### src/rtl/top_k_score_selector_macros.svh
// Assertion macros for the top-k score selector.
`ifndef TOP_K_SCORE_SELECTOR_MACROS_SVH
`define TOP_K_SCORE_SELECTOR_MACROS_SVH

`ifndef SYNTH
`define TKSEL_ASSERT(label, clk, rst, prop, msg) \
  label: assert property (@(posedge clk) disable iff (rst) prop) else $error(msg);
`define TKSEL_ASSERT_ALWAYS(label, clk, prop, msg) \
  label: assert property (@(posedge clk) prop) else $error(msg);
`else
`define TKSEL_ASSERT(label, clk, rst, prop, msg)
`define TKSEL_ASSERT_ALWAYS(label, clk, prop, msg)
`endif

`endif

### src/rtl/tksel_pkg.sv
package tksel_pkg;

  localparam int SCORE_W = 32;
  localparam int ID_W    = 32;
  localparam int KEEP_W  = 7;

  localparam logic [KEEP_W-1:0] KEEP_RESET = 7'd10;

  typedef struct packed {
    logic [SCORE_W-1:0] score;
    logic [ID_W-1:0]    id;
  } entry_t;

  typedef struct packed {
    logic valid;
    logic gt;
    logic le;
  } cell_flags_t;

  typedef enum logic [1:0] {
    OP_HOLD    = 2'd0,
    OP_INSERT  = 2'd1,
    OP_REPLACE = 2'd2,
    OP_SHIFT   = 2'd3
  } op_t;

endpackage

### src/rtl/tksel_cell.sv
module tksel_cell (
  input  logic                   clk,
  input  tksel_pkg::op_t         op,
  input  logic                   valid,
  input  tksel_pkg::entry_t      new_entry,
  input  tksel_pkg::entry_t      left_entry,
  input  tksel_pkg::cell_flags_t left_flags,
  input  tksel_pkg::entry_t      right_entry,
  input  tksel_pkg::cell_flags_t right_flags,
  output tksel_pkg::entry_t      entry,
  output tksel_pkg::cell_flags_t flags
);

  tksel_pkg::entry_t entry_next;

  always_comb begin
    flags.valid = valid;
    flags.gt    = valid && (entry.score > new_entry.score);
    flags.le    = valid && (entry.score <= new_entry.score);
  end

  always_comb begin
    entry_next = entry;
    case (op)
      tksel_pkg::OP_INSERT: begin
        if (flags.gt || (!valid && left_flags.valid)) begin
          entry_next = left_flags.gt ? left_entry : new_entry;
        end
      end
      tksel_pkg::OP_REPLACE: begin
        if (right_flags.le) begin
          entry_next = right_entry;
        end else if (flags.le) begin
          entry_next = new_entry;
        end
      end
      tksel_pkg::OP_SHIFT: begin
        entry_next = right_entry;
      end
      default: begin
        entry_next = entry;
      end
    endcase
  end

  always_ff @(posedge clk) begin
    entry <= entry_next;
  end

endmodule

### config.mk
export PLATFORM = sky130hd
export DESIGN_NAME = tksel_cell
export DESIGN_NICKNAME = d
export VERILOG_FILES = /design/src/rtl/top_k_score_selector_macros.svh /design/src/rtl/tksel_pkg.sv /design/src/rtl/tksel_cell.sv
export SDC_FILE = /design/constraint.sdc
export NUM_CORES = 1
export LEC_CHECK = 0
export BUFFER_PORTS_ARGS = -buffer_cell sky130_fd_sc_hd__buf_2
export CAP_MARGIN = 20
export CORE_AREA = 2 2 104 106
export DETAILED_ROUTE_END_ITERATION = 7
export DIE_AREA = 0 0 106 108
export PLACE_DENSITY = 0.76
export SETUP_SLACK_MARGIN = 0.05
export SYNTH_ARGS = -nofsm -noshare
export SYNTH_HDL_FRONTEND = slang
export SYNTH_SLANG_ARGS = --single-unit
### constraint.sdc
create_clock -name clk -period 5.2 [get_ports clk]
set_input_delay 0.52 -clock clk [delete_from_list [all_inputs] [get_ports clk]]
set_output_delay 0.52 -clock clk [all_outputs]
set_load 0.05 [all_outputs]
; ---- Word-level counts from Yosys, hierarchy flattened
; Index checks and enable logic that the tools add are counted.
[totals]
regBits = 64
inputBits = 202
[op_classes]
magnitude_cmp = 2
eq_ne = 5
mux = 5
reduce_logical = 7
[op_table]
columns = operator, n
row1 = $mux 64, 4
row2 = $pmux 64 s3, 1
row3 = $gt 32x32->1, 1
row4 = $le 32x32->1, 1
row5 = $eq 2x2->1 const B, 2
row6 = $logic_and 1x1->1, 3
row7 = $ne 3x3->1 const B, 1
row8 = $reduce_and 3->1, 1
row9 = $reduce_bool 3->1, 1
row10 = $eq 2x1->1 const B, 1
row11 = $ne 2x2->1 const B, 1
row12 = $logic_not 1->1, 1
row13 = $logic_or 1x1->1, 1

; ---- Logic depth before layout (Yosys ltp)
; Gate-level depths: netlist (run 1).
[logic_depth]
depth_word = 5
ltp_mapped = 8
depth_no_buf = 8

; ---- Least setup slack after synthesis (run 1)
; OpenSTA, ideal clock, no wires.
[synth_timing]
kind = register to register
from = reg entry[63] in the netlist's numbering
to = reg entry[0] in the netlist's numbering, enable pin
setup_time_ns = 0.845
arrival_time_ns = 3.336
slack_ns = 1.019
stages_incl_launch_ff = 8
path_buffers = 0
cell_sequence = edfxtp_1 > ha_1 > nand4_1 > nor4_2 > nand2b_1 > a31oi_2 > nor3_1 > nand3b_1
[synth_via]
elab_chain_len = 5
word_cells_on_any_way = 8
classes_between = 2 x order compare / 2 x eq/ne / 4 x reduce/logical
[synth_rtl]
columns = item, line
row1 = "start, declared", tksel_cell.sv:10  ; output tksel_pkg::entry_t entry,
row2 = "start signal, assigned", tksel_cell.sv:47  ; entry <= entry_next;
row3 = $gt 32x32->1, tksel_cell.sv:18  ; flags.gt = valid && (entry.score > new_entry.score);
row4 = $logic_and 1x1->1, tksel_cell.sv:18
row5 = $logic_or 1x1->1, tksel_cell.sv:26  ; if (flags.gt || (!valid && left_flags.valid)) begin
row6 = $ne 2x2->1 (no source line), n/a
row7 = $reduce_and 3->1 (no source line) (*), n/a
; Mark *: on every way between the ends. The rest lies on a longest branch, timed or not.
; A chain may end at the register's enable or synchronous reset.

; ---- Final worst setup path (run 1)
[layout_timing]
from = reg entry[63] in the netlist's numbering
to = reg entry[15] in the netlist's numbering, enable pin
; The elaborated chain is that of the path after synthesis.

==> impl_metrics.env, run 1 <==
export IMPL_status="completed"
export IMPL_layout_cells_non_filler=829
export IMPL_top_register="entry"
export IMPL_yosys_mux_area_fraction_pct=0
export IMPL_vias=4190
export IMPL_grt_max_degree=65
export IMPL_crit_chain="ha_1, nand4_1, nor4_2, nand2b_1, a31oi_2, o211ai_1, nand3b_1, buf_4"
export IMPL_fp_row_count=37
export IMPL_synth_top_area_share_pct=47.15
export IMPL_grt_overflow_total=0
export IMPL_syn_to_final_growth_pct=39.59
export IMPL_route_detailed_drc=0
export IMPL_postRouteAntennaNets=0
export IMPL_grt_pass1_wl_um=19510
export IMPL_combPwrFrac_pct=34.7
export IMPL_p_switching_w=0.0006961
export IMPL_path_buf_inv=1
export IMPL_antenna_found_initial=0
export IMPL_initial_core_util_pct=39.84
export IMPL_crit_family="simple AND/OR/NAND/NOR gates"
export IMPL_routabilityCongestion=0.8287
export IMPL_cts_buffers=9
export IMPL_clk_latency_ps=330
export IMPL_crit_path_max_incr_delay_ps=670
export IMPL_cts_setup_buffers=0
export IMPL_ys_ff_latch=64
export IMPL_totalWireLength_um=12720
export IMPL_cp_arrival_ps=2980
export IMPL_synth_top_area_cell="edfxtp_1"
export IMPL_synth_cells=435
export IMPL_dp_cells=813
export IMPL_dieArea_um2=11450
export IMPL_drive_gt1_share_pct=41.70
export IMPL_synth_area_top_cells="edfxtp_1 47%, nand2_1 12%, ha_1 9.8%"
export IMPL_yosysSeqAreaShare_pct=47.15
export IMPL_hold_violations=0
export IMPL_hold_path_class="in2reg"
export IMPL_nFillCells=958
export IMPL_synth_cell_type_count=29
export IMPL_layout_min_cycle_time_ps=3023
export IMPL_slew_headroom_pct=43.94
export IMPL_seqPwrFrac_pct=37.1
export IMPL_cts_buffer_depth=2
export IMPL_port_buffers=265
export IMPL_synth_top_family_by_area="compound AO/OA/AOI/OAI gates"
export IMPL_ctsHoldBuffers=0
export IMPL_setup_viol=0
export IMPL_tns_ps=0
export IMPL_htree_levels=3
export IMPL_via_per_inst=5.054
export IMPL_max_freq_ghz=0.3308
export IMPL_synth_xor_area_share_pct=0
export IMPL_cp_end_kind="flop"
export IMPL_power_w=0.001863
export IMPL_crit_required_ps=5160
export IMPL_syn_num_nets=669
export IMPL_fin_nets=922
export IMPL_die_w_um=106
export IMPL_finalMaxSlewViolations=0
export IMPL_power_leakage_nw=2.870
export IMPL_multi_input_area_um2=1882
export IMPL_cts_resized=0
export IMPL_synth_compound_area_share_pct=18.23
export IMPL_ys_warn_count=0
export IMPL_ir_drop_uv=193.9
export IMPL_reg_top3="entry x64"
export IMPL_cap_violations=0
export IMPL_cts_sinks=64
export IMPL_avgSynthCellArea_um2=9.371
export IMPL_diodes=0
export IMPL_final_area_um2=5690
export IMPL_dpl_cell_area_um2=5446
export IMPL_wl_per_cell_um=15.34
export IMPL_initialDrtViolationCount=241
export IMPL_powerDensity_nw_per_um2=327.3
export IMPL_die_y_um=108
export IMPL_tightest_slew_ps=840.9
export IMPL_dp_hpwl_um=9906
export IMPL_slowest_stage="buf_4"
export IMPL_syn_area_um2=4076
export IMPL_seqCellArea_um2=1922
export IMPL_grt_usage_pct=21.49
export IMPL_p_sw_share_pct=37.37
export IMPL_grt_pass1_vias=4103
export IMPL_start_kind="flop"
export IMPL_skew_ps=11.37
export IMPL_fin_crit_sh_pct=58.13
export IMPL_p_int_w=0.001167
export IMPL_power_frac_clock_pct=28.1
export IMPL_core_um2=10230
export IMPL_hold_ws_ps=450.6
export IMPL_rsz0062_at_grt="no"
export IMPL_cts_tree="built"
export IMPL_synthSimpleGateAreaFrac_pct=17.89
export IMPL_crit_type="reg2reg"
export IMPL_ios=269
export IMPL_worst_path_max_fanout=64
export IMPL_synthAdderAreaFrac_pct=9.822
export IMPL_path_clk_slew_ps=80
export IMPL_cts_root_buf="clkbuf_8"
export IMPL_regToRegSetupSlack_ps=2180
export IMPL_dr_pass1_iters=4
export IMPL_largest_reg_flops=64
-- layout by cell type (no fill, tap or decap) --
| cell type | netlist | final |
|---|---|---|
| a2111o_1 | 1 | 1 |
| a211oi_1 | 12 | 12 |
| a21oi_1 | 19 | 19 |
| a221oi_1 | 1 | 1 |
| a22oi_1 | 50 | 50 |
| a31oi_1 | 13 | 13 |
| a31oi_2 | 1 | 1 |
| and2_2 | 0 | 1 |
| buf_2 | 9 | 265 |
| buf_4 | 1 | 3 |
| bufinv_16 | 0 | 3 |
| clkbuf_8 | 0 | 9 |
| clkinv_2 | 0 | 1 |
| clkinv_4 | 0 | 2 |
| clkinvlp_4 | 0 | 1 |
| edfxtp_1 | 64 | 64 |
| ha_1 | 32 | 32 |
| inv_1 | 33 | 33 |
| nand2_1 | 131 | 131 |
| nand2b_1 | 4 | 4 |
| nand3b_1 | 1 | 1 |
| nand4_1 | 8 | 8 |
| nor2_1 | 12 | 12 |
| nor2_8 | 1 | 1 |
| nor2b_1 | 7 | 6 |
| nor2b_4 | 0 | 1 |
| nor3_1 | 3 | 3 |
| nor4_1 | 1 | 1 |
| nor4_2 | 1 | 1 |
| o211ai_1 | 2 | 2 |
| o21ai_0 | 7 | 7 |
| o22ai_1 | 3 | 3 |
| or2_1 | 1 | 1 |
-- path summary, 6_finish.rpt --
kind,startpoint,end,cells after the start
setup / recovery,entry[63]$_DFFE_PP_,entry[15]$_DFFE_PP_,8
hold / removal,new_entry[5],entry[5]$_DFFE_PP_,3
setup reg to reg,entry[63]$_DFFE_PP_,entry[15]$_DFFE_PP_,8
hold reg to reg,entry[48]$_DFFE_PP_,entry[38]$_DFFE_PP_,8
-- synthesized netlist by cell type --
master    instances
nor2_1           12
o211ai_1          2
nor2b_1           7
a31oi_1          13
buf_2             9
buf_6             6
a21oi_1          19
nor4_2            1
clkbuf_1         10
o22ai_1           3
a31oi_2           1
or2_1             1
edfxtp_1         64
buf_4             1
inv_1            33
and2_1            1
nand2b_1          4
a2111o_1          1
nand3b_1          1
a22oi_1          50
nand4_1           8
nor3_1            3
nand2_1         131
o21ai_0           7
ha_1             32
a221oi_1          1
a211oi_1         12
nor4_1            1
nor2_8            1
-- metrics by stage --
| step | setup slack, ps | utilization (%) |
|---|---|---|
| 6_report | 2177 | 55.62 |
| 3_3_place_gp | 1923 | 53.23 |
| 4_1_cts | 2139 | 55.62 |
| 2_1_floorplan | 1019 | - |
| 5_1_grt | 1906 | 55.62 |
| 3_5_place_dp | 1908 | 53.23 |
-- cell type report --
| class | instances | share of cell area, % |
|---|---|---|
| multi-input combinational | 312 | 33.07 |
| tap | 136 | 2.990 |
| clock inverter | 7 | 2.111 |
| sequential | 64 | 33.77 |
| clock buffer | 9 | 2.177 |
| inverter | 33 | 2.177 |
| timing repair buffer | 268 | 23.70 |
-- worst reg2reg max path, stage by stage, from the launching register on --
cell,delay [ps]
edfxtp_1,410
ha_1,340
nand4_1,180
nor4_2,420
nand2b_1,110
a31oi_2,280
o211ai_1,120
nand3b_1,100
buf_4,670
-- power groups by stage --
| stage | Clock, W | Sequential [W] | Combinational [W] |
|---|---|---|---|
| 6_report | 0.000524 | 0.000692 | 0.000647 |
| 5_1_grt | 0.000559 | 0.000699 | 0.000698 |
| 4_1_cts | 0.000542 | 0.000692 | 0.000650 |
| 3_5_place_dp | 0 | 0.000703 | 0.000648 |
| 3_3_place_gp | 0 | 0.000700 | 0.000636 |
| 2_1_floorplan | 0 | 0.000951 | 0.000204 |
-- cells by family after synthesis --
family / count (synthesis)
and+or+nand+nor: 171
AOI/OAI and AO/OA: 109
DFF: 64
buffers and inverters: 59
adders and majority gates: 32
-- layer usage --
metal	vias up	global-route usage, %	routed length (µm)
li1	2077	-	-
met1	1893	25.09	5017
met2	201	39.68	6536
met3	19	3.858	922
met4	0	7.519	243
met5	-	0	0
Power figures use the tool's default switching activity.
==> run 2, diff against run 1 <==
--- a/config.mk
+++ b/config.mk
@@ -7,10 +7,9 @@
 export LEC_CHECK = 0
 export BUFFER_PORTS_ARGS = -buffer_cell sky130_fd_sc_hd__buf_2
 export CAP_MARGIN = 20
-export CORE_AREA = 2 2 104 106
+export CORE_UTILIZATION = 39
 export DETAILED_ROUTE_END_ITERATION = 7
-export DIE_AREA = 0 0 106 108
-export PLACE_DENSITY = 0.76
+export PLACE_DENSITY = 0.78
 export SETUP_SLACK_MARGIN = 0.05
 export SYNTH_ARGS = -nofsm -noshare
 export SYNTH_HDL_FRONTEND = slang
==> constraint.sdc (replaced) <==
create_clock -name clk -period 2.6 [get_ports clk]
set_input_delay 0.26 -clock clk [delete_from_list [all_inputs] [get_ports clk]]
set_output_delay 0.26 -clock clk [all_outputs]
set_load 0.05 [all_outputs]
==> run 2 against run 1 <==
- the flow now finishes with violations (setup timing)
- core utilization increased by 5.0 points
- largest power group is now combinational logic
- register-to-register slack got worse by 2200 ps
- critical endpoint is now flags[1]
- clock skew decreased by 2.0 ps
- die area decreased by 5.1%
==> impl_metrics.env, run 2 (synthesized netlist as in run 1, its figures left out) <==
export IMPL_wl_per_cell_um=15.66
export IMPL_via_per_inst=5.144
export IMPL_worst_path_max_fanout=4
export IMPL_layout_commonest_cell="buf_2"
export IMPL_tightest_slew_ps=819.1
export IMPL_top_register="entry"
export IMPL_grt_overflow_total=0
export IMPL_crit_type="reg2out"
export IMPL_route_detailed_drc=0
export IMPL_status="complete, but fails checks"
export IMPL_routabilityCongestion=0.8517
export IMPL_powerDensity_nw_per_um2=603.8
export IMPL_grt_usage_pct=23.77
export IMPL_rsz0062_at_grt="yes"
export IMPL_dr_pass1_iters=4
export IMPL_reg_top3="entry x64"
export IMPL_antenna_found_initial=0
export IMPL_cp_end_kind="output port"
export IMPL_postRouteAntennaNets=0
export IMPL_cts_buffer_depth=2
export IMPL_skew_ps=9.398
export IMPL_r2r_end="entry[7]$_DFFE_PP_"
export IMPL_clk_latency_ps=330
export IMPL_max_freq_ghz=0.3797
export IMPL_cap_violations=0
export IMPL_cts_sinks=64
export IMPL_regToRegSetupSlack_ps=10
export IMPL_hold_path_class="in2reg"
export IMPL_reg2reg_depth=9
export IMPL_drive_gt1_share_pct=44.76
export IMPL_fin_crit_sh_pct=101.3
export IMPL_totalWireLength_um=13280
export IMPL_cts_buffers=9
export IMPL_htree_levels=3
export IMPL_crit_required_ps=2340
export IMPL_timing_rr_start="entry[59]$_DFFE_PP_"
export IMPL_cts_root_buf="clkbuf_8"
export IMPL_power_w=0.003640
export IMPL_fp_row_count=36
export IMPL_dieArea_um2=10860
export IMPL_syn_to_final_growth_pct=47.91
export IMPL_setup_ws_ps=-34.00
export IMPL_hold_start="new_entry[14]"
export IMPL_cts_tree="built"
export IMPL_setup_viol=2
export IMPL_ios=269
export IMPL_vias=4362
export IMPL_grt_max_degree=53
export IMPL_power_leakage_nw=3.010
export IMPL_holdPathStages=3
export IMPL_pre_cts_ws_ps=-63.64
export IMPL_ctsHoldBuffers=0
export IMPL_initialDrtViolationCount=224
export IMPL_hold_violations=0
export IMPL_nFillCells=881
export IMPL_whs_endpoint="entry[14]$_DFFE_PP_"
export IMPL_start_kind="flop"
export IMPL_largest_reg_flops=64
export IMPL_grt_pass1_vias=4417
export IMPL_path_clk_slew_ps=70
export IMPL_ir_drop_uv=348.9
export IMPL_finalMaxSlewViolations=0
export IMPL_port_buffers=265
export IMPL_violations="setup timing"
export IMPL_core_um2=9955
export IMPL_initial_core_util_pct=40.95
export IMPL_grt_pass1_wl_um=20540
export IMPL_slew_headroom_pct=45.19
export IMPL_layout_min_cycle_time_ps=2634
export IMPL_fin_nets=944
export IMPL_layout_common_cells="263 x buf_2, 131 x nand2_1, 64 x edfxtp_1, 49 x a22oi_1, 33 x inv_1"
export IMPL_diodes=0
export IMPL_die_y_um=104.2
export IMPL_die_w_um=104.2
export IMPL_cp_arrival_ps=2370
export IMPL_dp_hpwl_um=9846
[run 2: cell count changes in the layout (fill, tap and decap cells not counted), moves of 3 or more]
cell,before,now
buf_4,3,15
buf_6,0,6
ha_1,32,26
ha_4,0,6
clkbuf_16,0,3
[run 2: layout make-up]
type                    instances  area [µm²]  area share, %
multi-input cells             312        2012          33.37
flip-flops and latches         64        1922          31.87
repair buffers                290        1627          26.98
well taps                     133       166.4          2.760
clock buffers                  11       131.4          2.179
inverters                      33       123.9          2.054
clock inverters                 5       47.55         0.7885
[run 2: repair_timing]
action,in CTS,in global routing
gates resized for setup,11,11
buffers inserted,8,3
cloned,1,4
endpoints found under the setup margin,66,66
pin swaps,3,7
[run 2: how the worst max path moves through the flow]
stage / from / to / slack, ps / cells past startpoint
global route: entry[56]$_DFFE_PP_ / flags[1] / -180 / 8
finish: entry[59]$_DFFE_PP_ / flags[1] / -30 / 8
detailed placement: entry[45]$_DFFE_PP_ / entry[23]$_DFFE_PP_ / -60 / 9
global placement: entry[45]$_DFFE_PP_ / entry[23]$_DFFE_PP_ / -10 / 9
floorplan: entry[33]$_DFFE_PP_ / entry[0]$_DFFE_PP_ / -1560 / 7
CTS: entry[45]$_DFFE_PP_ / flags[0] / -50 / 8
[run 2: worst max-delay path: stages (launching register included)]
cell and delay [ps]:
edfxtp_1 440, ha_4 300, nand4_1 190, nor4_4 420, nand2b_4 90, a31oi_4 220
nor2_1 90, nor2_2 120, buf_6 180
[run 2: where the power goes]
part | internal [W] | leakage [nW] | switching (W) | total (W)
registers | 0.00133 | 0.639 | 0.0000623 | 0.00139
clock network | 0.000434 | 0.0922 | 0.000376 | 0.000811
logic | 0.000473 | 2.28 | 0.000969 | 0.00144
total | 0.00223 | 3.01 | 0.00141 | 0.00364
[run 2: stage by stage]
step                      instance area [µm²]  utilization (%)  hold slack (ps)  TNS (ps)  instances
after floorplan                          4104                -            441.7   -100170        435
after global placement                   5548            55.73            526.4    -326.1        817
after detailed placement                 5548            55.73            532.2     -3497        817
after CTS                                5867            58.94            175.5    -80.37        842
after global routing                     6030            60.57            182.0     -7772        848
final                                    6030            60.57            195.3    -42.43        848
[run 2: metal layers]
| metal | track usage (%) | vias to the layer above | share of wire [%] |
|---|---|---|---|
| met5 | 0 | - | 0 |
| met4 | 8.469 | 0 | 2.2 |
| met3 | 4.323 | 26 | 7.2 |
| met2 | 44.90 | 224 | 51 |
| met1 | 26.41 | 1989 | 40 |
| li1 | - | 2123 | - |
